--- config.mk ---
export PLATFORM = sky130hd
export DESIGN_NAME = windowed_span_stall_detector
export DESIGN_NICKNAME = d
export VERILOG_FILES = /design/src/hw/rtl/wssd_pkg.sv /design/src/hw/rtl/windowed_span_stall_detector.sv
export SDC_FILE = /design/constraint.sdc
export NUM_CORES = 1
export LEC_CHECK = 0
export BUFFER_PORTS_ARGS = -buffer_cell sky130_fd_sc_hd__buf_2
export CAP_MARGIN = 10
export CORE_ASPECT_RATIO = 0.7
export CORE_MARGIN = 1
export CORE_UTILIZATION = 52
export CTS_CLUSTER_SIZE = 30
export DETAILED_ROUTE_END_ITERATION = 8
export GPL_TIMING_DRIVEN = 0
export PLACE_DENSITY = 0.7
export SLEW_MARGIN = 10
export SYNTH_ARGS = -nofsm -noshare
export SYNTH_HDL_FRONTEND = slang
export SYNTH_SLANG_ARGS = --single-unit
--- constraint.sdc ---
create_clock -name clock -period 19.7 [get_ports clock]
set_input_delay 0.985 -clock clock [delete_from_list [all_inputs] [get_ports clock]]
set_output_delay 0.985 -clock clock [all_outputs]
set_load 0.05 [all_outputs]
--- src/hw/rtl/wssd_pkg.sv ---
// Package for the windowed span stall detector.
// History depth, derived widths, register indexes and reset values.
// No dependencies.
`default_nettype none

package wssd_pkg;

   localparam int DEPTH = 16;
   localparam int IDX_W = $clog2(DEPTH);
   localparam int CNT_W = $clog2(DEPTH + 1);

   localparam int CSR_ADDR_W = 3;
   localparam int CSR_DATA_W = 32;

   localparam logic REG_WINDOW_MS     = 1'b0;
   localparam logic REG_THRESHOLD_DEG = 1'b1;

   localparam logic [31:0] WINDOW_MS_RESET     = 32'd1000;
   localparam logic [30:0] THRESHOLD_DEG_RESET = 31'd5;

   typedef logic [IDX_W-1:0] idx_type;
   typedef logic [CNT_W-1:0] cnt_type;

endpackage

`default_nettype wire

--- src/hw/rtl/windowed_span_stall_detector.sv ---
// Windowed span stall detector, top level: sample ring in two synchronous memories,
// a sequencer that walks the ring, an APB-style register port. Depends on wssd_pkg.
//
//   channel | direction | ports                                   | transfer
//   req     | in        | req_valid/req_stall, now_ms, angle_deg  | one sample
//   rsp     | out       | rsp_valid/rsp_stall, stalled            | one verdict per sample
//   csr     | in/out    | csr_psel/penable/pwrite/paddr/pwdata    | window, threshold
//
// The sequencer goes from idle straight to done when fewer than two samples are held,
// via the check to done when the oldest sample is inside the window, else via the
// check and a walk back over ring entries, the one that ends it included (at most
// DEPTH-1 = 15), one entry read per cycle. Reset is synchronous and empties the ring.
// A register write also empties it. A verdict waiting on rsp_stall does not block
// the next req transaction; the sequencer stays in done until its verdict is placed.
`default_nettype none

module windowed_span_stall_detector
   import wssd_pkg::*;
(
   input  wire                   clock,
   input  wire                   reset,
   input  wire                   req_valid,
   output logic                  req_stall,
   input  wire  [31:0]           req_now_ms,
   input  wire  signed [31:0]    req_angle_deg,
   output logic                  rsp_valid,
   input  wire                   rsp_stall,
   output logic                  rsp_stalled,
   input  wire                   csr_psel,
   input  wire                   csr_penable,
   input  wire                   csr_pwrite,
   input  wire  [CSR_ADDR_W-1:0] csr_paddr,
   input  wire  [CSR_DATA_W-1:0] csr_pwdata,
   output logic [CSR_DATA_W-1:0] csr_prdata,
   output logic                  csr_pready
);

   localparam logic [1:0] ST_IDLE  = 2'd0;
   localparam logic [1:0] ST_CHECK = 2'd1;
   localparam logic [1:0] ST_WALK  = 2'd2;
   localparam logic [1:0] ST_DONE  = 2'd3;

   logic [31:0] time_mem  [DEPTH];
   logic [31:0] angle_mem [DEPTH];

   logic [1:0]         state_ff, state_in;
   idx_type            wp_ff, wp_in;
   cnt_type            fill_ff, fill_in;
   cnt_type            step_ff, step_in;
   cnt_type            inwin_ff, inwin_in;
   logic [31:0]        now_ff, now_in;
   logic signed [31:0] lo_ff, lo_in, hi_ff, hi_in;
   logic [31:0]        window_ff;
   logic [30:0]        thresh_ff;
   logic               rsp_valid_ff, rsp_valid_in;
   logic               rsp_stalled_ff, rsp_stalled_in;
   logic [31:0]        rd_time_ff;
   logic signed [31:0] rd_angle_ff;

   logic        accept, cfg_wr;
   idx_type     rd_addr, wp_next, oldest;
   cnt_type     fill_next, step_plus;
   logic [31:0] age;
   logic [32:0] span;
   logic        verdict, out_free;

   assign csr_pready = 1'b1;
   assign cfg_wr     = csr_psel && csr_penable && csr_pwrite && csr_pready;
   assign csr_prdata = (csr_paddr[2] == REG_THRESHOLD_DEG) ? {1'b0, thresh_ff} : window_ff;

   assign req_stall   = (state_ff != ST_IDLE);
   assign accept      = req_valid && !req_stall;
   assign rsp_valid   = rsp_valid_ff;
   assign rsp_stalled = rsp_stalled_ff;

   assign wp_next   = wp_ff + idx_type'(1);
   assign fill_next = (fill_ff < cnt_type'(DEPTH)) ? fill_ff + cnt_type'(1) : fill_ff;
   assign oldest    = wp_next - fill_next[IDX_W-1:0];
   assign step_plus = step_ff + cnt_type'(1);
   assign age       = now_ff - rd_time_ff;
   assign span      = {hi_ff[31], hi_ff} - {lo_ff[31], lo_ff};
   assign verdict   = (inwin_ff >= cnt_type'(2)) && (span <= {2'b00, thresh_ff});
   assign out_free  = !rsp_valid_ff || !rsp_stall;

   always_comb begin
      state_in       = state_ff;
      wp_in          = wp_ff;
      fill_in        = fill_ff;
      step_in        = step_ff;
      inwin_in       = inwin_ff;
      now_in         = now_ff;
      lo_in          = lo_ff;
      hi_in          = hi_ff;
      rsp_valid_in   = rsp_valid_ff && rsp_stall;
      rsp_stalled_in = rsp_stalled_ff;
      case (state_ff)
         ST_IDLE: begin
            if (accept) begin
               wp_in    = wp_next;
               fill_in  = fill_next;
               now_in   = req_now_ms;
               lo_in    = req_angle_deg;
               hi_in    = req_angle_deg;
               inwin_in = cnt_type'(1);
               state_in = (fill_next < cnt_type'(2)) ? ST_DONE : ST_CHECK;
            end
         end
         ST_CHECK: begin
            step_in = cnt_type'(1);
            if (age < window_ff) begin
               state_in = ST_DONE;
            end else begin
               state_in = ST_WALK;
            end
         end
         ST_WALK: begin
            if (age > window_ff) begin
               state_in = ST_DONE;
            end else begin
               if (rd_angle_ff < lo_ff) lo_in = rd_angle_ff;
               if (rd_angle_ff > hi_ff) hi_in = rd_angle_ff;
               inwin_in = inwin_ff + cnt_type'(1);
               step_in  = step_plus;
               if (step_plus == fill_ff) state_in = ST_DONE;
            end
         end
         ST_DONE: begin
            if (out_free) begin
               rsp_valid_in   = 1'b1;
               rsp_stalled_in = verdict;
               state_in       = ST_IDLE;
            end
         end
         default: state_in = ST_IDLE;
      endcase
      if (cfg_wr) begin
         wp_in   = '0;
         fill_in = '0;
      end
   end

   // oldest entry on acceptance, else the next entry of the backward walk
   assign rd_addr = (state_ff == ST_IDLE) ? oldest
                                          : wp_ff - idx_type'(1) - step_in[IDX_W-1:0];

   always_ff @(posedge clock) begin
      if (accept) begin
         time_mem[wp_ff]  <= req_now_ms;
         angle_mem[wp_ff] <= req_angle_deg;
      end
      rd_time_ff  <= time_mem[rd_addr];
      rd_angle_ff <= angle_mem[rd_addr];
   end

   always_ff @(posedge clock) begin
      if (reset) begin
         state_ff     <= ST_IDLE;
         wp_ff        <= '0;
         fill_ff      <= '0;
         rsp_valid_ff <= 1'b0;
         window_ff    <= WINDOW_MS_RESET;
         thresh_ff    <= THRESHOLD_DEG_RESET;
      end else begin
         state_ff     <= state_in;
         wp_ff        <= wp_in;
         fill_ff      <= fill_in;
         rsp_valid_ff <= rsp_valid_in;
         if (cfg_wr) begin
            if (csr_paddr[2] == REG_WINDOW_MS) window_ff <= csr_pwdata;
            else                               thresh_ff <= csr_pwdata[30:0];
         end
      end
   end

   always_ff @(posedge clock) begin
      step_ff        <= step_in;
      inwin_ff       <= inwin_in;
      now_ff         <= now_in;
      lo_ff          <= lo_in;
      hi_ff          <= hi_in;
      rsp_stalled_ff <= rsp_stalled_in;
   end

   a_fill_bound: assert property (@(posedge clock) disable iff (reset)
      fill_ff <= cnt_type'(DEPTH))
      else $error("fill count above depth");

   a_cfg_clears: assert property (@(posedge clock) disable iff (reset)
      cfg_wr |=> (fill_ff == '0) && (wp_ff == '0))
      else $error("register write did not clear history");

   a_walk_bound: assert property (@(posedge clock) disable iff (reset)
      state_ff == ST_WALK |-> (step_ff < fill_ff) && (step_ff != '0))
      else $error("walk beyond held samples");

   a_done_places: assert property (@(posedge clock) disable iff (reset)
      (state_ff == ST_DONE) && out_free |=> rsp_valid_ff && (state_ff == ST_IDLE))
      else $error("verdict not placed");

endmodule

`default_nettype wire
==> flow_summary.html <==
<table>
<tr><th>Metric</th><th>Value</th></tr>
<tr><th colspan="2">Layout</th></tr>
<tr><td>Relative area change from synthesis to final layout</td><td>13.48%</td></tr>
<tr><td>Fin cells</td><td>just over 6k</td></tr>
<tr><td>Layout net count</td><td>approximately 4.9k</td></tr>
<tr><td>Share of layout cells above drive strength 1</td><td>roughly a tenth</td></tr>
<tr><th colspan="2">Drt</th></tr>
<tr><td>DRC marker count from the first detailed-route iteration</td><td>3915</td></tr>
<tr><td>Detail Route Antenna Nets</td><td>0</td></tr>
<tr><td>Initial DRT Pass Iterations</td><td>9</td></tr>
<tr><td>Total via count after detailed routing</td><td>around 36k</td></tr>
<tr><td>Total DRC errors in the routed layout</td><td>0</td></tr>
<tr><td>Average wire per cell in the routed design</td><td>between 20 and 25 um</td></tr>
<tr><td>Wirelength, routed</td><td>around 150000 um</td></tr>
<tr><td>Via-to-Cell Ratio</td><td>approximately 5.9</td></tr>
<tr><th colspan="2">CTS</th></tr>
<tr><td>Quantity of hold-fixing buffers added after cts</td><td>0</td></tr>
<tr><td>CTS sink cnt</td><td>about 1.3k</td></tr>
<tr><td>Cell chosen for the clock root</td><td>sky130_fd_sc_hd__clkbuf_16</td></tr>
<tr><td>Buffers from clock root to sink, at most</td><td>3</td></tr>
<tr><td>TritonCTS clock tree</td><td>done</td></tr>
<tr><td>Clock H-tree levels</td><td>3</td></tr>
<tr><td>Clock buffers created by TritonCTS</td><td>around 120</td></tr>
<tr><td>Post-CTS Repair Setup Buffers</td><td>0</td></tr>
<tr><td>Clk_lat worst skew</td><td>~0.75 ns</td></tr>
<tr><td>Post-CTS clock slew at the launch and capture registers of the worst setup and hold paths</td><td>roughly 0.060 ns</td></tr>
<tr><td># resized after CTS</td><td>0</td></tr>
<tr><th colspan="2">Worst setup path</th></tr>
<tr><td>Source of the critical timing path</td><td>now_ff[12]$_DFFE_PP_</td></tr>
<tr><td>FF-to-FF Start</td><td>now_ff[12]$_DFFE_PP_</td></tr>
<tr><td>Worst R2R Path Depth</td><td>32</td></tr>
<tr><td>Slowest-stage cell, CP</td><td>sky130_fd_sc_hd__clkbuf_1</td></tr>
<tr><td>Endpoint of the most critical register-to-register path</td><td>rd_angle_ff[15]$_DFF_P_</td></tr>
<tr><td>Type of the setup path with the least slack</td><td>flop to flop</td></tr>
<tr><td>Setup crit end</td><td>rd_angle_ff[15]$_DFF_P_</td></tr>
<tr><td>Worst path arrival time</td><td>10.40 ns</td></tr>
<tr><td>Delay of the slowest cell on the worst path</td><td>0.98 ns</td></tr>
<tr><td>Data required, critical path</td><td>20.24 ns</td></tr>
<tr><td>Critical path launch point type</td><td>flop</td></tr>
<tr><td>Setup slack on the worst flop-to-flop path</td><td>approximately 9.8 ns</td></tr>
<tr><td>Crit path max fanout</td><td>10</td></tr>
<tr><td>Capturing element type of the critical path</td><td>flop</td></tr>
<tr><th colspan="2">Timing</th></tr>
<tr><td>Final-report hold violation count</td><td>0</td></tr>
<tr><td>Final critical delay including setup and external delays</td><td>9.860 ns</td></tr>
<tr><td>Max Slew Vio Count</td><td>0</td></tr>
<tr><td>Setup repair after global routing missed its margin</td><td>no</td></tr>
<tr><td>Worst relative slew slack</td><td>between 10% and 20%</td></tr>
<tr><td>Fmax achieved</td><td>101.4 MHz</td></tr>
<tr><td>Fin Setup TNS</td><td>0 ns</td></tr>
<tr><td>Crit share post-route</td><td>about half</td></tr>
<tr><td>Worst Clk Skew</td><td>between 0.04 and 0.05 ns</td></tr>
<tr><td>Final count of negative-setup-slack endpoints</td><td>0</td></tr>
<tr><td>Measured slew at the worst slew-check pin</td><td>around 1.3 ns</td></tr>
<tr><th colspan="2">Synth</th></tr>
<tr><td>Post-synthesis cell type with the largest combined area</td><td>sky130_fd_sc_hd__edfxtp_1</td></tr>
<tr><td>Synthesized flop and latch total</td><td>around 1.3k</td></tr>
<tr><td>Sequential fraction of the synthesis area</td><td>between 60% and 70%</td></tr>
<tr><td>Leading register cell type out of synthesis</td><td>sky130_fd_sc_hd__edfxtp_1</td></tr>
<tr><td>Number of synthesis warnings</td><td>0</td></tr>
<tr><td>Count of flip-flops with a built-in enable after synthesis</td><td>between 1k and 1.5k</td></tr>
<tr><td>Proportion of netlist area held by the largest area contributor</td><td>60.87%</td></tr>
<tr><td>Async set-or-reset flop fraction in the synthesized netlist</td><td>0%</td></tr>
<tr><td>Cells after synthesis</td><td>approximately 4.3k</td></tr>
<tr><td>Unique cell type count in the Yosys netlist</td><td>70</td></tr>
<tr><td>Leading cell types by total area after synthesis</td><td>sky130_fd_sc_hd__edfxtp_1 61%, sky130_fd_sc_hd__dfxtp_1 5.1%, sky130_fd_sc_hd__nand2_1 4.7%</td></tr>
<tr><td>Average footprint of a synthesized cell</td><td>~13 um^2</td></tr>
<tr><td>Post-Synthesis Net Count</td><td>approximately 4.6k</td></tr>
<tr><td>Mapped cell area</td><td>55600 um^2</td></tr>
<tr><th colspan="2">Die</th></tr>
<tr><td>Width of the die</td><td>just under 400 um</td></tr>
<tr><td>Placeable core area</td><td>around 110000 um^2</td></tr>
<tr><td>Starting Density</td><td>approximately 53%</td></tr>
<tr><td>Row Count</td><td>99</td></tr>
<tr><td>Total Die Area</td><td>between 100000 and 150000 um^2</td></tr>
<tr><td>Top-Level Pins</td><td>about 140</td></tr>
<tr><td>Chip Height</td><td>approximately 280 um</td></tr>
<tr><th colspan="2">Global route</th></tr>
<tr><td>Antenna violations before repair</td><td>10</td></tr>
<tr><td>Global-route wire length before repair</td><td>roughly 220000 um</td></tr>
<tr><td>Global router's overall resource usage</td><td>a little over a quarter</td></tr>
<tr><td>Vias in the first global route</td><td>34.07k</td></tr>
<tr><td>Global route overflow</td><td>0</td></tr>
<tr><td>Pin count of the biggest net entering global routing</td><td>31</td></tr>
<tr><th colspan="2">Hold path</th></tr>
<tr><td>Hold WC Path Type</td><td>flop to flop</td></tr>
<tr><th colspan="2">Placed design</th></tr>
<tr><td>Number of I/O port buffers</td><td>roughly 140</td></tr>
<tr><td>Post-Place Cells</td><td>~6k</td></tr>
<tr><td>Routability congestion estimate</td><td>between 0.8 and 0.9</td></tr>
<tr><td>HPWL after detailed placement</td><td>around 110000 um</td></tr>
<tr><th colspan="2">Job</th></tr>
<tr><td>Total of max-cap violations</td><td>0</td></tr>
<tr><th colspan="2">Outcome</th></tr>
<tr><td>Run status</td><td>finished clean</td></tr>
</table>
## metal layers
layer | global-route usage (%) | share of wire, %
met5 | 0 | 0
met4 | 7.342 | 2.3
met2 | 37.84 | 41
met1 | 41.79 | 45
met3 | 7.560 | 12
## layout by cell type, fill, tap and decap left out, drive strengths merged, types with 10 or more instances in the layout
cell,n
nor2,91
ha,207
inv,199
a211o,10
a31oi,257
mux2,33
o21a,19
a21oi,141
a21o,63
mux2i,195
nor2b,14
nor3,16
clkinv,48
xnor2,51
nand2b,20
nand4,29
and2,259
clkbuf,345
nand3,21
o21ai,85
nand2,703
xor2,27
buf,230
a211oi,271
bufinv,17
edfxtp,1127
dfxtp,143
## flip-flops by register name, summed over array words and instances (netlist names)
signal	flops
angle_mem	512
fill_ff	5
hi_ff	32
inwin_ff	5
lo_ff	32
now_ff	32
rd_angle_ff	32
rd_time_ff	32
rsp_stalled	1
rsp_valid	1
state_ff	2
step_ff	5
thresh_ff	31
time_mem	512
window_ff	32
wp_ff	4
## logic make-up (layout without fill, tap and decap cells)
group	count (synthesis)	after routing	share of synthesized area [%]
fa+ha+maj	211	211	4.802
flops	1270	1270	66.02
buf+inv	427	841	3.286
other cells	1	10	0.006745
mux	228	228	4.179
compound gates	900	900	10.67
simple gates	1189	1189	9.809
xor+xnor	78	78	1.229
## worst min-delay path by stage
stage / startpoint / slack (ns) / endpoint / depth (start not counted)
global route: window_ff[31]$_SDFFE_PP0P_ / 0.47 / window_ff[31]$_SDFFE_PP0P_ / 2
detailed placement: window_ff[21]$_SDFFE_PP0P_ / 0.45 / window_ff[21]$_SDFFE_PP0P_ / 2
finish: window_ff[15]$_SDFFE_PP0P_ / 0.45 / window_ff[15]$_SDFFE_PP0P_ / 2
floorplan: window_ff[10]$_SDFFE_PP0P_ / 0.44 / window_ff[10]$_SDFFE_PP0P_ / 2
global placement: window_ff[22]$_SDFFE_PP0P_ / 0.44 / window_ff[22]$_SDFFE_PP0P_ / 2
CTS: window_ff[21]$_SDFFE_PP0P_ / 0.45 / window_ff[21]$_SDFFE_PP0P_ / 2
## Yosys cell counts, types with 3 or more instances
cell type	count
sky130_fd_sc_hd__mux2i_1	195
sky130_fd_sc_hd__nand3_1	21
sky130_fd_sc_hd__nor3_1	15
sky130_fd_sc_hd__nand2_1	702
sky130_fd_sc_hd__or3_1	9
sky130_fd_sc_hd__inv_1	196
sky130_fd_sc_hd__and2_1	258
sky130_fd_sc_hd__nor3b_1	3
sky130_fd_sc_hd__buf_1	17
sky130_fd_sc_hd__and3_1	6
sky130_fd_sc_hd__a211o_1	10
sky130_fd_sc_hd__and4_1	4
sky130_fd_sc_hd__xnor2_1	51
sky130_fd_sc_hd__a21boi_0	3
sky130_fd_sc_hd__fa_1	4
sky130_fd_sc_hd__a31oi_1	257
sky130_fd_sc_hd__dfxtp_1	143
sky130_fd_sc_hd__edfxtp_1	1127
sky130_fd_sc_hd__buf_12	13
sky130_fd_sc_hd__nor2_1	90
sky130_fd_sc_hd__a41o_1	3
sky130_fd_sc_hd__o21a_1	19
sky130_fd_sc_hd__o21bai_1	7
sky130_fd_sc_hd__o21ai_0	83
sky130_fd_sc_hd__o31ai_1	4
sky130_fd_sc_hd__nor4_1	5
sky130_fd_sc_hd__o211ai_1	8
sky130_fd_sc_hd__a221oi_1	3
sky130_fd_sc_hd__xor2_1	27
sky130_fd_sc_hd__a211oi_1	271
sky130_fd_sc_hd__mux2_2	33
sky130_fd_sc_hd__a21o_1	63
sky130_fd_sc_hd__nor2b_1	14
sky130_fd_sc_hd__nand2b_1	20
sky130_fd_sc_hd__a21oi_1	141
sky130_fd_sc_hd__o31a_1	4
sky130_fd_sc_hd__nand4_1	29
sky130_fd_sc_hd__o22ai_1	3
sky130_fd_sc_hd__ha_1	207
sky130_fd_sc_hd__clkbuf_1	197
## cell type report
class / instances / area [um^2]
clock inverters: 69 / 834.6
flip-flops and latches: 1270 / 36710
plain buffers: 230 / 1100
repair buffers: 197 / 1530
fillers: 8175 / 41950
clock buffers: 148 / 3183
multi-input cells: 2607 / 17210
well taps: 1414 / 1769
inverters: 197 / 739.5
diodes: 9 / 22.52
## critical path: cells and delay by family (launching register included)
family	cells	cell delay (ns)
xor+xnor	1	0.55
compound gates	10	2.73
mux	2	0.58
buf+inv	4	2.56
fa+ha+maj	3	1.07
simple gates	12	1.60
flops	1	0.51
## stage by stage
stage / utilization, % / setup slack, ns / hold slack [ns] / cell area, um^2
finish: 60.06 / 9.840 / 0.4523 / 63090
global route: 60.05 / 9.293 / 0.4738 / 63070
CTS: 60.04 / 10.02 / 0.4546 / 63070
detailed placement: 56.22 / 10.04 / 0.4465 / 59050
global placement: 55.27 / 7.643 / 0.4417 / 58060
floorplan: - / 12.14 / 0.4363 / 55600
Power is not shown: default switching activity piles up to over one toggle a cycle in this logic, so the estimate is an artifact.
